**config.mk**
```make
export PLATFORM = sky130hd
export DESIGN_NAME = brlt_ram
export DESIGN_NICKNAME = d
export VERILOG_FILES = /design/src/sv/brlt_ram.sv
export SDC_FILE = /design/constraint.sdc
export NUM_CORES = 1
export LEC_CHECK = 0
export BUFFER_PORTS_ARGS = -buffer_cell sky130_fd_sc_hd__buf_2
export CAP_MARGIN = 20
export CELL_PAD_IN_SITES_DETAIL_PLACEMENT = 0
export CELL_PAD_IN_SITES_GLOBAL_PLACEMENT = 1
export CORE_ASPECT_RATIO = 0.8
export CORE_UTILIZATION = 45
export CTS_CLUSTER_DIAMETER = 60
export CTS_CLUSTER_SIZE = 20
export DETAILED_ROUTE_END_ITERATION = 7
export MAX_ROUTING_LAYER = met4
export PLACE_DENSITY_LB_ADDON = 0.1
export REMOVE_ABC_BUFFERS = 1
export SLEW_MARGIN = 30
export SYNTH_ARGS = -nofsm -noshare
export SYNTH_HDL_FRONTEND = slang
export SYNTH_SLANG_ARGS = --single-unit
```
**constraint.sdc**
```tcl
create_clock -name aclk -period 1.7 [get_ports aclk]
set_input_delay 0.255 -clock aclk [delete_from_list [all_inputs] [get_ports aclk]]
set_output_delay 0.255 -clock aclk [all_outputs]
set_load 0.02 [all_outputs]
```
**src/sv/brlt_ram.sv**
```systemverilog
module brlt_ram #(
    parameter int WIDTH = 8,
    parameter int DEPTH = 16
) (
    input  logic                     aclk,
    input  logic                     we,
    input  logic [$clog2(DEPTH)-1:0] waddr,
    input  logic [WIDTH-1:0]         wdata,
    input  logic [$clog2(DEPTH)-1:0] raddr,
    output logic [WIDTH-1:0]         rdata
);
    logic [WIDTH-1:0] mem [DEPTH];

    // One write port, one registered read port.
    always_ff @(posedge aclk) begin
        if (we) begin
            mem[waddr] <= wdata;
        end
        rdata <= mem[raddr];
    end
endmodule

```
# [Word-level counts from Yosys, hierarchy flattened]
# Memories as Yosys holds them, arrays and structs flattened. A register that Yosys moved wholly into a read port is not among the register bits.
# Cells that the tools add are included.
[classes] n_addsub=0 n_mul=0 div_mod_pow=0 magnitude_cmp=0 n_eq_ne=0 shifts=0 n_mux=2 n_bitwise=0 reduce_logical=0
[ops] op="$mux W1" n=2
[totals] reg_bits=0 latchBits=0 mem_bits_rw=128 rom_bits=0 mem_count=1
[mem_list] name="mem" depth=16 width=8 read_ports=1 rd_ports_with_merged_regs=1 wr=1 line="12" source="logic [WIDTH-1:0] mem [DEPTH];"

# [Longest topological paths before layout]
[logic_depth] ltp_word=2 mapped_depth=5

# [Worst setup path after synthesis]
# Ideal clock, no wire load.
[synth_path] path_kind="input-to-reg" from="input waddr[2]" to="memory mem[0][0], enable pin" setup_ns=0.383 arrival_ns=1.365 t_required_ns=1.317 setup_slack_ns=-0.048 cell_stages=2 n_path_buf=0 path_cell_list="or3b_2 nor3_1"
[synth_lines] element="start, declared" line="7" source="input logic [$clog2(DEPTH)-1:0] waddr,"
[synth_lines] element="end, declared" line="12"
# Straight into the memory's write port.

==> results.py <==
metrics = {
    "run_status": {
        "outcome": "finished, final reports clean",
    },
    "timing": {
        "rsz0062_at_grt": "no",
        "max_freq_mhz": 727.8,
        "setup_viol": 0,
        "setup_slack_ns": 0.3259,
        "min_period_ns": 1.374,
        "final_hold_viol_count": 0,
        "final.setup_skew_ns": 0.006170,
        "slew_viol_final": 0,
        "worstMarginPinSlew_ns": 0.8200,
        "maxSlewHeadroom_pct": 45.22,
        "post-route-period-util_pct": 80.83,
    },
    "clock_tree": {
        "cts.sinks": 136,
        "postCtsHoldBufs": 0,
        "cts_resized": 0,
        "clkTransAtPathRegs_ns": 0.06,
        "post-cts-setup-buffers": 0,
        "cts-buffers-inserted": 17,
        "clock_latency_ns": 0.41,
        "clockBufferDepth": 2,
        "cts_root_buf": "clkbuf_16",
        "h-tree-depth": 4,
        "cts_tree": "built",
    },
    "critical_path": {
        "r2r_slack_ns": 0.33,
        "required_ns": 1.99,
        "critPathKind": "flop to flop",
        "cp_max_fo": 1,
        "reg2reg_depth": 3,
        "arrival_ns": 1.67,
        "end_kind": "flop",
        "start_kind": "flop",
    },
    "logic_synthesis": {
        "synth_ff_type": "edfxtp_1",
        "netlist_top_cells_count": "128 x edfxtp_1, 18 x mux4_2, 16 x a22oi_1, 14 x mux4_1, 13 x nor2_1",
        "netlist_top_cells_area": "edfxtp_1 75%, mux4_2 7.9%, mux4_1 7.1%",
        "synth-edff-count": 128,
        "async_flop_share_pct": 0,
        "ys_warn_count": 0,
        "yosys.area.top_type": "edfxtp_1",
        "syn-cell-area_mm2": 0.005147,
        "synth_cells": 229,
        "synth_most_common_cell": "edfxtp_1",
        "yosys.cell_types.count": 19,
        "synth-seq-cells": 136,
        "synth_seq_area_share_pct": 77.78,
        "avgSynthCellArea_um2": 22.48,
        "synth.top_cell.area_share_pct": 74.67,
    },
    "route": {
        "drcViolationCount": 0,
        "wl_um": 10460,
        "vias": 2426,
        "routed_via_density": 5.526,
        "final_antenna_net_count": 0,
        "first_pass_iters": 4,
        "wire_per_inst_um": 23.82,
        "drt_iter0_markers": 368,
    },
    "floorplanning": {
        "dieHeight_um": 97.66,
        "die_area_mm2": 0.01187,
        "io-pin-count": 26,
        "start_util_pct": 46.72,
        "rows": 34,
        "die_w_um": 121.6,
        "core_area_mm2": 0.01102,
    },
    "final_layout": {
        "fillCellCount": 828,
        "final-seq-area_mm2": 0.004004,
        "final_util_pct": 56.06,
        "drive_gt1_share_pct": 31.86,
        "antenna_cells": 0,
        "synthToLayoutAreaGrowth_pct": 20.00,
        "final_nets": 301,
        "multi_input_area_mm2": 0.001057,
    },
    "global_route": {
        "grt_max_degree": 33,
        "grt_pass1_vias": 2542,
        "antenna_found_initial": 0,
        "grt_pass1_wl_um": 15750,
        "track_usage_pct": 20.25,
        "grt.overflow.total": 0,
    },
    "pwr": {
        "finalPower_mw": 7.996,
        "irDropWorstVdd_mv": 0.7171,
        "powerDensity_mw_per_mm2": 1294,
        "power_leakage_nw": 2.115,
    },
    "flow_run": {
        "cap_violations": 0,
    },
    "min_path": {
        "holdPathStages": 1,
        "hold_class": "input pin to flop",
    },
    "place": {
        "place_hpwl_um": 6509,
        "place_congestion": 0.6949,
        "port_buffers": 25,
        "dp_slack_ns": -0.03533,
    },
}
-- stage by stage --
step	area (um2)	std cells	setup TNS [ns]	hold slack, ns
finish	6177	439	0	0.2334
global route	6177	439	0	0.2326
CTS	6177	439	0	0.2200
detailed placement	5554	408	-0.03844	0.6525
global placement	5554	408	-0.05688	0.6470
floorplan	5061	219	-0.3830	0.3539
-- final timing paths --
kind	from	end
max	mem[10][7]$_DFFE_PP_	rdata[7]$_DFF_P_
max reg2reg	mem[10][7]$_DFFE_PP_	rdata[7]$_DFF_P_
min reg2reg	mem[15][2]$_DFFE_PP_	rdata[2]$_DFF_P_
min	wdata[5]	mem[5][5]$_DFFE_PP_
-- flip-flops by register name (all words and copies together) (netlist names) --
name	count
mem	128
rdata	8
-- critical path: stages (launching register included) --
cell and delay [ns]:
edfxtp_1 0.36, mux4_2 0.47, a22oi_1 0.33, nand2_1 0.09
-- metal layers --
metal,track usage (%),part of all wire (%)
met5,-,0
met4,9.212,2.1
met3,4.577,5.0
met2,27.36,44
met1,29.23,49
-- cells in the final DEF (no fill, tap or decap) --
cell and instances:
dfxtp_1 8, mux4_2 18, buf_2 25, nand2b_1 2
clkinv_1 1, clkinv_4 3, bufinv_16 4, nor2_1 13
clkbuf_16 17, and2_1 1, edfxtp_1 128, nor2b_1 1
and2b_1 1, clkinv_2 1, a22oi_1 16, clkinvlp_4 1
nand2_1 9, or3b_2 1, nand3_1 1, inv_6 4
buf_4 17, nor3_1 4, mux4_1 14, buf_12 3
nand3b_1 2
-- power by group --
part           switching, mW  internal, mW  leakage (nW)
logic                  0.224         0.156         0.590
clock network           1.38          2.46         0.302
registers             0.0227          3.75          1.22
total                   1.63          6.37          2.12
-- cell type report --
cell class              instances  share of cell area (%)
flip-flops and latches        136                   64.82
multi-input cells              83                   17.12
clock buffers                  17                   6.887
repair buffers                 45                   5.064
clock inverters                14                   3.200
well taps                     144                   2.917
-- kinds of logic after synthesis --
| family | after synthesis | share of synthesized area (%) |
|---|---|---|
| compound gates | 16 | 2.334 |
| buf+inv | 10 | 1.677 |
| flops | 136 | 77.78 |
| mux | 32 | 15.02 |
| simple gates | 35 | 3.184 |
Power figures use the tool's default switching activity.
